[config.mk]
export PLATFORM = sky130hd
export DESIGN_NAME = bmsrfc_crc
export DESIGN_NICKNAME = d
export VERILOG_FILES = /design/src/rtl/bmsrfc_pkg.sv /design/src/rtl/bmsrfc_crc.sv
export SDC_FILE = /design/constraint.sdc
export NUM_CORES = 1
export LEC_CHECK = 0
export ABC_AREA = 1
export ABC_CLOCK_PERIOD_IN_PS = 2000
export BUFFER_PORTS_ARGS = -buffer_cell sky130_fd_sc_hd__buf_2
export CAP_MARGIN = 20
export CORE_MARGIN = 10
export CORE_UTILIZATION = 54
export CTS_CLUSTER_DIAMETER = 80
export CTS_CLUSTER_SIZE = 8
export DETAILED_ROUTE_END_ITERATION = 10
export PLACE_DENSITY = 0.9
export SLEW_MARGIN = 30
export SYNTH_ARGS = -nofsm -noshare
export SYNTH_HDL_FRONTEND = slang
export SYNTH_SLANG_ARGS = --single-unit
[constraint.sdc]
create_clock -name clk -period 2 [get_ports clk]
set_input_delay 0.2 -clock clk [delete_from_list [all_inputs] [get_ports clk]]
set_output_delay 0.2 -clock clk [all_outputs]
set_load 0.01 [all_outputs]
[src/rtl/bmsrfc_pkg.sv]
// ----------------------------------------------------------------------------
// bmsrfc_pkg
// Shared types and constants of the response frame checker.
// ----------------------------------------------------------------------------
package bmsrfc_pkg;

    localparam int unsigned COUNT_W = 17;
    localparam int unsigned LEN_W   = 16;

    localparam logic [COUNT_W-1:0] COUNT_MAX = 17'h1FFFF;
    localparam logic [15:0]        CRC_INIT  = 16'hFFFF;
    localparam logic [15:0]        CRC_POLY  = 16'hA001;

    // byte positions inside a frame
    localparam logic [COUNT_W-1:0] POS_START    = 17'd0;
    localparam logic [COUNT_W-1:0] POS_ADDRESS  = 17'd1;
    localparam logic [COUNT_W-1:0] POS_HOST     = 17'd2;
    localparam logic [COUNT_W-1:0] POS_RW_FLAG  = 17'd3;
    localparam logic [COUNT_W-1:0] POS_COMMAND  = 17'd4;
    localparam logic [COUNT_W-1:0] POS_LEN_HI   = 17'd5;
    localparam logic [COUNT_W-1:0] POS_LEN_LO   = 17'd6;
    localparam logic [COUNT_W-1:0] POS_PAYLOAD  = 17'd7;
    localparam logic [COUNT_W-1:0] POS_MIN_LAST = 17'd8;
    // header plus CRC bytes beyond the payload, counted to the last byte index
    localparam logic [COUNT_W-1:0] FRAME_OVERHEAD_LAST = 17'd8;
    // first byte position at which the CRC folds in the byte from two transfers back
    localparam logic [COUNT_W-1:0] POS_CRC_FOLD = 17'd3;

    typedef enum logic [3:0] {
        ERR_NONE    = 4'd0,
        ERR_SHORT   = 4'd1,
        ERR_START   = 4'd2,
        ERR_ADDRESS = 4'd3,
        ERR_HOST    = 4'd4,
        ERR_RW_FLAG = 4'd5,
        ERR_COMMAND = 4'd6,
        ERR_LENGTH  = 4'd7,
        ERR_CRC     = 4'd8
    } err_code_t;

    typedef enum logic [2:0] {
        CFG_START   = 3'd0,
        CFG_ADDRESS = 3'd1,
        CFG_HOST    = 3'd2,
        CFG_RW_FLAG = 3'd3,
        CFG_COMMAND = 3'd4
    } cfg_index_t;

    typedef struct packed {
        logic advance;    // a byte transfer is taken this cycle
        logic fold;       // fold the byte two positions back
        logic frame_end;  // reload the accumulator
    } crc_ctrl_t;

endpackage

[src/rtl/bmsrfc_crc.sv]
// ----------------------------------------------------------------------------
// bmsrfc_crc
// Reflected CRC-16 accumulator (poly 0xA001), one byte folded per transfer.
// ----------------------------------------------------------------------------
module bmsrfc_crc (
    input  logic                  clk,
    input  logic                  rst_n,
    input  bmsrfc_pkg::crc_ctrl_t ctrl,
    input  logic [7:0]            data_byte,
    output logic [15:0]           crc_value
);

    logic [15:0] crc_reg;
    logic [15:0] crc_next;
    logic [15:0] crc_folded;

    always_comb
    begin
        logic [15:0] acc;
        acc = crc_reg ^ {8'h00, data_byte};
        for (int k = 0; k < 8; k++)
        begin
            if (acc[0])
                acc = (acc >> 1) ^ bmsrfc_pkg::CRC_POLY;
            else
                acc = acc >> 1;
        end
        crc_folded = acc;
    end

    // value after this transfer's fold, used for the CRC compare on the last byte
    assign crc_value = ctrl.fold ? crc_folded : crc_reg;

    always_comb
    begin
        crc_next = crc_reg;
        if (ctrl.advance)
        begin
            if (ctrl.frame_end)
                crc_next = bmsrfc_pkg::CRC_INIT;
            else
                crc_next = crc_value;
        end
    end

    always_ff @(posedge clk or negedge rst_n)
    begin
        if (!rst_n)
            crc_reg <= bmsrfc_pkg::CRC_INIT;
        else
            crc_reg <= crc_next;
    end

endmodule

**Word-level counts from Yosys, hierarchy flattened**

Cells that the tools add are included.

- Multiplexer cells: 10
- Bitwise operators: 9

Operators with widths:

| kind | count |
|---|---|
| 16-bit two-way mux | 10 |
| 2-bit inverter with 3-bit output | 8 |
| 16-bit by 8-bit XOR with 16-bit output | 1 |

- Register bits after elaboration: 16
- Input bits: 13
- Logic and storage cells: 20

**Longest topological paths before layout**

Gate-level depths: netlist of run 1.

- Word-level depth: 19
- Mapped depth: 15
- Gate-level depth less buffers: 15

**Worst setup path after synthesis of run 1**

No wires, ideal clock.

- Kind: reg-to-output
- Start: register crc_reg[1]
- End: output port crc_value[0]
- Arrival: 1.365 ns
- Slack: 0.435 ns
- Cell stages (with the launch flop): 14
- Cells stage by stage: dfstp_2 > inv_1 > nand2_1 > nand2_2 > inv_2 > nand2_1 > nand2_2 > nand2_2 > nand2_2 > nand2_1 > nand3_1 > nand3_2 > nand2_2 > nand2_1

- Longest elaborated chain between the ends: 11

RTL lines:

| element | RTL line | text |
|---|---|---|
| start: declaration | bmsrfc_crc.sv:13 | `logic [15:0] crc_reg;` |
| start signal: assignment | bmsrfc_crc.sv:49 | `crc_reg <= bmsrfc_pkg::CRC_INIT;` |
| start signal: assignment | bmsrfc_crc.sv:51 | `crc_reg <= crc_next;` |
| 16-bit by 8-bit XOR with 16-bit output * | bmsrfc_crc.sv:20 | `acc = crc_reg ^ {8'h00, data_byte};` |
| 2-bit inverter with 3-bit output (no source line) | - |  |
| 16-bit two-way mux * (8 in series) | bmsrfc_crc.sv:23 | `if (acc[0])` |
| 16-bit two-way mux * | bmsrfc_crc.sv:32 | `assign crc_value = ctrl.fold ? crc_folded : crc_reg;` |
| end: declaration | bmsrfc_crc.sv:10 | `output logic [15:0] crc_value` |

Mark *: on every way between the ends. The rest lies on a longest branch, timed or not.

**Worst setup path in the final report of run 1**

- Start: register crc_reg[2]
- End: output port crc_value[0]

- Longest elaborated chain between the ends: 11

RTL lines:

| element | RTL line |
|---|---|
| 16-bit by 8-bit XOR with 16-bit output * | bmsrfc_crc.sv:20 |
| 16-bit two-way mux * | bmsrfc_crc.sv:23 |
| 2-bit inverter with 3-bit output (no source line) | - |
| 16-bit two-way mux * (7 in series) | bmsrfc_crc.sv:23 |
| 16-bit two-way mux * | bmsrfc_crc.sv:32 |

Marks and branches as above.

==> run summary, run 1 <==
SYNTHESIS
------------------------------------------------------------------------------------------
Area leader, netlist ........................................................ sky130_fd_sc_hd__dfstp_2
Area share of the leading cell type in the synthesized netlist ..............        32.3%
Yosys reg bits ..............................................................           16
Post-Synthesis Cells ........................................................          204
Yosys warning count .........................................................            0
Synthesized cell area .......................................................    1300 um^2
Cells taking the most area after synthesis .................................. sky130_fd_sc_hd__dfstp_2 32%, sky130_fd_sc_hd__nand2_1 19%, sky130_fd_sc_hd__inv_1 9.8%
Library cells used by synthesis .............................................           20
Sequential-to-total area share from yosys stat ..............................        32.3%
Syn Nets ....................................................................          217
Synthesized area per cell ...................................................    6.38 um^2

CLOCKING
------------------------------------------------------------------------------------------
CTS HTree Levels ............................................................            1
Clock edge transition at the registers on the reported setup and hold paths .      0.11 ns
Worst-skew pair later-pin latency ...........................................      0.30 ns
Largest buffer count on any clock path ......................................            2
# clock sinks ...............................................................           16
CTS tree ....................................................................        built
Cts-stage hold buffer count .................................................            0
Number of buffers created by CTS ............................................            3
CTS root buffer ............................................................. sky130_fd_sc_hd__clkbuf_4

TIMING
------------------------------------------------------------------------------------------
Period minus WS final .......................................................      2.25 ns
Final setup slack of the worst path .........................................    -0.254 ns
Setup Total Neg Slack .......................................................    -0.678 ns
Maximum clock frequency .....................................................      444 MHz
Unrepaired setup endpoints after global routing .............................          yes
Number of slew-limit violations in the final report .........................            0
Setup Viol. Count Final .....................................................            5
Final setup skew ............................................................   0.00388 ns
Final Hold Violating Endpoints ..............................................            0
Normalized max-slew margin ..................................................        61.8%
Ratio of final minimum period to clock period ...............................         113%
Transition time of the tightest slew-check pin ..............................     0.573 ns

RUN STATUS
------------------------------------------------------------------------------------------
Violated checks ............................................................. negative setup slack
Status ...................................................................... finished, violations left

CRITICAL PATH
------------------------------------------------------------------------------------------
Nature of the critical path endpoint ........................................  output port
Top Family by Delay on Critical Path ........................................ simple AND/OR/NAND/NOR gates
Crit Reg-Reg Startpoint ..................................................... crc_reg[2]$_DFFE_PN1P_
Kind of launch point of the worst setup path ................................         flop
Largest fanout of any net on the critical path ..............................            4
Minimum setup slack among reg-to-reg paths ..................................         0 ns
Crit path required time .....................................................      1.80 ns
Top cell by count, worst path ............................................... sky130_fd_sc_hd__nand2_2
Worst EP arrival ............................................................      2.05 ns
Worst Setup Path Type .......................................................   reg -> out
R2r endpoint ................................................................ crc_reg[15]$_DFFE_PN1P_
Longest individual stage delay on the worst path ............................      0.60 ns
Depth of the most critical reg-to-reg path ..................................           16
Critical-path cell list ..................................................... inv_2, nand2_2, nand2_2, nand2_2, nand2_4, inv_4, nand2_4, nand2_4, nand2_2, nand3_2, nand3_4, nand2_2, nand2_1, buf_2
Worst path bufs/invs ........................................................            3
Critical-path cell with the highest stage delay ............................. sky130_fd_sc_hd__dfstp_2

PWR
------------------------------------------------------------------------------------------
Design Power ................................................................      1230 uW
Proportion of total power due to net switching ..............................        41.3%
Power density relative to cell area .........................................  713 nW/um^2
Proportion of power drawn by combinational gates ............................        48.3%
Internal ....................................................................       724 uW
Proportion of power drawn by flip-flops and latches .........................        33.1%
Sw Pwr ......................................................................       510 uW
Worst IR drop on VDD ........................................................       524 uV
Clock share of power ........................................................        18.6%
Leakage power total .........................................................  0.000953 uW

LAYOUT
------------------------------------------------------------------------------------------
Number of diodes ............................................................            0
Finished layout cell area ...................................................    1730 um^2
Area delta synth->final .....................................................        33.1%
Count of placed standard cells in the final layout, fillers left out ........          274
Final layout net count ......................................................          260
Fraction of final layout cells with drive strength greater than 1 ...........        47.6%
Max reg flops ...............................................................           16

GLOBAL ROUTING
------------------------------------------------------------------------------------------
Overflow left after global routing ..........................................            0
Total global routing track utilization ......................................        14.5%
Wire length of the first global-routing pass ................................      6.04 mm
Pin count of the biggest net entering global routing ........................           35
Number of global-route vias before repair ...................................         1438
Antenna violations before repair ............................................            0

DRT
------------------------------------------------------------------------------------------
Via-to-Cell Ratio ...........................................................         5.56
Total iterations of the first detailed-routing run ..........................            5
Total number of vias ........................................................         1523
Initial DRC count ...........................................................          100
DR DRC count ................................................................            0
Number of antenna-violating nets in the routed design .......................            0
Mean routed wirelength per cell .............................................      15.0 um
Routed WL ...................................................................      4.12 mm

DIE
------------------------------------------------------------------------------------------
Die Width ...................................................................      69.1 um
Initial cell density of the core ............................................        57.7%
Top-level I/O count .........................................................           29
Die area ....................................................................    4770 um^2
Area of the core ............................................................    2250 um^2
Height of the die ...........................................................      69.1 um
Std cell rows ...............................................................           17

FLOW RUN
------------------------------------------------------------------------------------------
Maximum capacitance violations ..............................................            0

PLACE
------------------------------------------------------------------------------------------
Cell total after placement ..................................................          255
DP Area .....................................................................    1450 um^2
Count of buffers from port buffering ........................................           28
Post-detail-place hpwl ......................................................      2.44 mm
Final weighted congestion of routability-driven global placement ............        0.846

HOLD PATH
------------------------------------------------------------------------------------------
Hold Crit Class .............................................................  in -> async

[metal layers]
| layer | track usage [%] | wire, um | part of all wire [%] | up-vias |
|---|---|---|---|---|
| met1 | 15.4 | 1560 | 38 | 688 |
| met3 | 4.28 | 344 | 8.4 | 15 |
| met2 | 24.4 | 2060 | 50 | 93 |
| met4 | 8.87 | 152 | 3.7 | 0 |
| li1 | - | - | - | 727 |
| met5 | 0 | 0 | 0 | - |
[synth_stat cells]
cell type,instances
sky130_fd_sc_hd__o21ai_0,13
sky130_fd_sc_hd__a21oi_1,1
sky130_fd_sc_hd__buf_2,3
sky130_fd_sc_hd__dfstp_2,16
sky130_fd_sc_hd__nand2_1,67
sky130_fd_sc_hd__inv_2,9
sky130_fd_sc_hd__clkinv_1,1
sky130_fd_sc_hd__nand2_2,18
sky130_fd_sc_hd__nor2_1,2
sky130_fd_sc_hd__nand3_1,16
sky130_fd_sc_hd__a31oi_1,1
sky130_fd_sc_hd__o22ai_1,9
sky130_fd_sc_hd__nand3_2,3
sky130_fd_sc_hd__inv_1,34
sky130_fd_sc_hd__xnor2_1,1
sky130_fd_sc_hd__o21ai_1,1
sky130_fd_sc_hd__o211ai_1,1
sky130_fd_sc_hd__nor2_8,1
sky130_fd_sc_hd__clkbuf_1,2
sky130_fd_sc_hd__a22oi_1,5
[worst register-to-register path: stages, from the launching register on]
cell,delay (ns)
sky130_fd_sc_hd__dfstp_2,0.60
sky130_fd_sc_hd__inv_2,0.07
sky130_fd_sc_hd__nand2_2,0.09
sky130_fd_sc_hd__nand2_2,0.08
sky130_fd_sc_hd__nand2_2,0.09
sky130_fd_sc_hd__nand2_4,0.07
sky130_fd_sc_hd__inv_4,0.06
sky130_fd_sc_hd__nand2_4,0.07
sky130_fd_sc_hd__nand2_4,0.09
sky130_fd_sc_hd__nand2_2,0.07
sky130_fd_sc_hd__nand3_2,0.09
sky130_fd_sc_hd__nand3_4,0.09
sky130_fd_sc_hd__buf_4,0.16
sky130_fd_sc_hd__buf_4,0.12
sky130_fd_sc_hd__o211ai_1,0.07
sky130_fd_sc_hd__nand2_1,0.08
sky130_fd_sc_hd__inv_1,0.05
[cells by family (layout without fill, tap and decap cells)]
logic type / count (synthesis) / count (layout) / share of synthesized area [%]
flops: 16 / 16 / 32.3
xor+xnor: 1 / 1 / 0.673
simple gates: 107 / 107 / 38.6
compound gates: 31 / 31 / 14.0
buf+inv: 49 / 91 / 14.4
[power groups by stage]
stage               registers [uW]  logic, uW  clock network (uW)
floorplan                      404        301                   0
global placement               408        410                   0
detailed placement             410        416                   0
CTS                            405        485                 229
global route                   413        648                 251
finish                         408        597                 230
[placed cells by master, fill, tap and decap left out, drive strengths merged]
cell type,n
nand2,85
inv,43
buf,43
nand3,19
dfstp,16
o21ai,14
o22ai,9
a22oi,5
clkbuf,4
nor2,3
xnor2,1
a21oi,1
a31oi,1
clkinv,1
o211ai,1
[metrics by stage]
stage          hold slack (ns)  util (%)  setup slack [ns]
2_1_floorplan           0.0522         -             0.435
3_3_place_gp             0.430      64.5             0.229
3_5_place_dp             0.426      64.5             0.204
4_1_cts                 0.0910      71.3            -0.122
5_1_grt                 0.0951      76.8            -0.355
6_report                0.0800      76.8            -0.254
[worst max-delay path by stage]
stage,start,endpoint,depth (start not counted)
2_1_floorplan,crc_reg[1]$_DFFE_PN1P_,crc_value[0],13
3_3_place_gp,crc_reg[0]$_DFFE_PN1P_,crc_value[0],14
3_5_place_dp,crc_reg[4]$_DFFE_PN1P_,crc_value[0],12
4_1_cts,crc_reg[0]$_DFFE_PN1P_,crc_value[0],13
5_1_grt,crc_reg[2]$_DFFE_PN1P_,crc_value[0],14
6_report,crc_reg[2]$_DFFE_PN1P_,crc_value[0],14
[what timing repair did]
item | in CTS | in global routing
endpoints found under the setup margin | 3 | 5
pin swaps | 10 | 15
buffers inserted | 12 | 3
resized for setup | 10 | 25
[final cells by class]
type	count	area (um^2)
multi-input combinational	139	817
sequential	16	420
fill	157	523
clock buffer	4	36.3
tap	28	35.0
timing repair buffer	43	253
inverter	44	170
(Power assumes the default switching activity.)
==> inputs of run 2 (changes only) <==
--- a/config.mk
+++ b/config.mk
@@ -9,12 +9,15 @@
 export ABC_CLOCK_PERIOD_IN_PS = 2000
 export BUFFER_PORTS_ARGS = -buffer_cell sky130_fd_sc_hd__buf_2
 export CAP_MARGIN = 20
+export CELL_PAD_IN_SITES_DETAIL_PLACEMENT = 1
+export CELL_PAD_IN_SITES_GLOBAL_PLACEMENT = 1
 export CORE_MARGIN = 10
-export CORE_UTILIZATION = 54
+export CORE_UTILIZATION = 37
 export CTS_CLUSTER_DIAMETER = 80
 export CTS_CLUSTER_SIZE = 8
 export DETAILED_ROUTE_END_ITERATION = 10
-export PLACE_DENSITY = 0.9
+export HOLD_SLACK_MARGIN = 0.06
+export PLACE_DENSITY = 0.89
 export SLEW_MARGIN = 30
 export SYNTH_ARGS = -nofsm -noshare
 export SYNTH_HDL_FRONTEND = slang
==> run summary, run 2 (same netlist as run 1, synthesis figures left out) <==
RUN STATUS
------------------------------------------------------------------------------------------
Status ...................................................................... finished, violations left
Violated checks ............................................................. negative setup slack

GLOBAL ROUTING
------------------------------------------------------------------------------------------
Antenna violations before repair ............................................            0
Overflow left after global routing ..........................................            0
Total global routing track utilization ......................................        15.3%
Pin count of the biggest net entering global routing ........................           35
Number of global-route vias before repair ...................................         1723
Wire length of the first global-routing pass ................................      7.96 mm

CRITICAL PATH
------------------------------------------------------------------------------------------
Largest fanout of any net on the critical path ..............................            4
Minimum setup slack among reg-to-reg paths ..................................      0.03 ns
Worst EP arrival ............................................................      2.05 ns
Worst Setup Path Type .......................................................   reg -> out
R2r endpoint ................................................................ crc_reg[0]$_DFFE_PN1P_
Crit path required time .....................................................      1.80 ns
Nature of the critical path endpoint ........................................  output port
Kind of launch point of the worst setup path ................................         flop
Crit Reg-Reg Startpoint ..................................................... crc_reg[1]$_DFFE_PN1P_
Depth of the most critical reg-to-reg path ..................................           16

DIE
------------------------------------------------------------------------------------------
Height of the die ...........................................................      79.3 um
Die area ....................................................................    6290 um^2
Die Width ...................................................................      79.3 um
Std cell rows ...............................................................           21
Top-level I/O count .........................................................           29
Area of the core ............................................................    3360 um^2
Initial cell density of the core ............................................        38.7%

TIMING
------------------------------------------------------------------------------------------
Normalized max-slew margin ..................................................        58.7%
Final setup skew ............................................................   0.00628 ns
Final setup slack of the worst path .........................................    -0.250 ns
Maximum clock frequency .....................................................      444 MHz
Ratio of final minimum period to clock period ...............................         113%
Unrepaired setup endpoints after global routing .............................          yes
Transition time of the tightest slew-check pin ..............................     0.620 ns
Number of slew-limit violations in the final report .........................            0
Period minus WS final .......................................................      2.25 ns
Setup Viol. Count Final .....................................................            4
Final Hold Violating Endpoints ..............................................            0
WHS .........................................................................    0.0777 ns

DRT
------------------------------------------------------------------------------------------
Total iterations of the first detailed-routing run ..........................            4
Via-to-Cell Ratio ...........................................................         5.25
Total number of vias ........................................................         1549
Number of antenna-violating nets in the routed design .......................            0
DR DRC count ................................................................            0
Routed WL ...................................................................      5.35 mm
Mean routed wirelength per cell .............................................      18.1 um
Initial DRC count ...........................................................           77

PLACE
------------------------------------------------------------------------------------------
Post-detail-place hpwl ......................................................      3.13 mm
Count of buffers from port buffering ........................................           28
Final weighted congestion of routability-driven global placement ............        0.881
DP Area .....................................................................    1480 um^2

CLOCKING
------------------------------------------------------------------------------------------
Worst-skew pair later-pin latency ...........................................      0.31 ns
# clock sinks ...............................................................           16
Largest buffer count on any clock path ......................................            2
CTS tree ....................................................................        built
Clock edge transition at the registers on the reported setup and hold paths .      0.12 ns
CTS HTree Levels ............................................................            1
CTS root buffer ............................................................. sky130_fd_sc_hd__clkbuf_4
Number of buffers created by CTS ............................................            3

PWR
------------------------------------------------------------------------------------------
Worst IR drop on VDD ........................................................       370 uV
Power density relative to cell area .........................................  716 nW/um^2
Leakage power total .........................................................  0.000980 uW

LAYOUT
------------------------------------------------------------------------------------------
Final cell utilization of the core ..........................................        54.5%
Max reg flops ...............................................................           16
Number of diodes ............................................................            0
Final layout net count ......................................................          263
Commonest non-fill, non-tap cell in the layout .............................. sky130_fd_sc_hd__nand2_1
Finished layout cell area ...................................................    1830 um^2
Area delta synth->final .....................................................        41.0%
Most frequent cells in the layout ........................................... 42 x sky130_fd_sc_hd__nand2_1, 33 x sky130_fd_sc_hd__inv_1, 32 x sky130_fd_sc_hd__nand2_2
Fraction of final layout cells with drive strength greater than 1 ...........        52.6%

HOLD PATH
------------------------------------------------------------------------------------------
Hold Crit Class .............................................................  in -> async

FLOW RUN
------------------------------------------------------------------------------------------
Maximum capacitance violations ..............................................            0

-- run 2: changes by cell type in the layout (fill, tap and decap cells not counted), moves of 2 or more --
cell,change
sky130_fd_sc_hd__buf_4,+2
sky130_fd_sc_hd__buf_6,+2
sky130_fd_sc_hd__nand2_1,-11
sky130_fd_sc_hd__nand2_2,+8
sky130_fd_sc_hd__nand2_4,+3
-- run 2: layout make-up --
class	instances	area [um^2]
inverters	44	173
multi-input cells	139	862
fillers	460	1530
well taps	46	57.6
repair buffers	46	285
clock buffers	4	36.3
flip-flops and latches	16	420
-- run 2: how the worst max path moves through the flow --
stage / to / slack [ns] / cells after the start / start
floorplan: crc_value[0] / 0.43 / 13 / crc_reg[1]$_DFFE_PN1P_
global placement: crc_value[15] / 0.21 / 13 / crc_reg[1]$_DFFE_PN1P_
detailed placement: crc_value[0] / 0.15 / 14 / crc_reg[1]$_DFFE_PN1P_
CTS: crc_value[0] / -0.16 / 14 / crc_reg[1]$_DFFE_PN1P_
global route: crc_value[0] / -0.33 / 14 / crc_reg[0]$_DFFE_PN1P_
finish: crc_value[0] / -0.25 / 14 / crc_reg[0]$_DFFE_PN1P_
-- run 2: report_power, final --
group	switching [uW]	total, uW	internal (uW)
Sequential	29.7	411	381
Combinational	402	657	255
Clock	135	246	111
-- run 2: what timing repair did --
| action | CTS | global route |
|---|---|---|
| endpoints found under the setup margin | 3 | 7 |
| hold buffers | 0 | 0 |
| resized for setup | 19 | 33 |
| pin swaps | 19 | 24 |
| buffers inserted | 10 | 8 |
-- run 2: through the flow --
stage          TNS, ns  instances  setup slack [ns]  power (uW)
5_1_grt          -1.28        295            -0.332        1380
3_5_place_dp         0        273             0.146         847
4_1_cts         -0.399        287            -0.163        1150
2_1_floorplan        0        204             0.435         706
6_report        -0.799        295            -0.250        1310
3_3_place_gp         0        273             0.215         831
-- run 2: per-layer routing --
metal / track usage, % / vias to the layer above / part of all wire, %
met2: 29.4 / 36 / 53
met5: 0 / - / 0
met4: 5.20 / 0 / 3.0
met1: 17.1 / 777 / 42
li1: - / 723 / -
met3: 1.13 / 13 / 2.0
-- run 2: critical path: stages (launching register included) --
cell and delay (ns):
sky130_fd_sc_hd__dfstp_2 0.57, sky130_fd_sc_hd__inv_2 0.06, sky130_fd_sc_hd__nand2_2 0.08, sky130_fd_sc_hd__nand2_4 0.08, sky130_fd_sc_hd__inv_4 0.07, sky130_fd_sc_hd__nand2_2 0.07, sky130_fd_sc_hd__nand2_4 0.08, sky130_fd_sc_hd__nand2_4 0.08
sky130_fd_sc_hd__nand2_4 0.10, sky130_fd_sc_hd__nand2_4 0.07, sky130_fd_sc_hd__nand3_2 0.06, sky130_fd_sc_hd__nand3_2 0.11, sky130_fd_sc_hd__nand2_2 0.11, sky130_fd_sc_hd__nand2_2 0.07, sky130_fd_sc_hd__buf_6 0.12
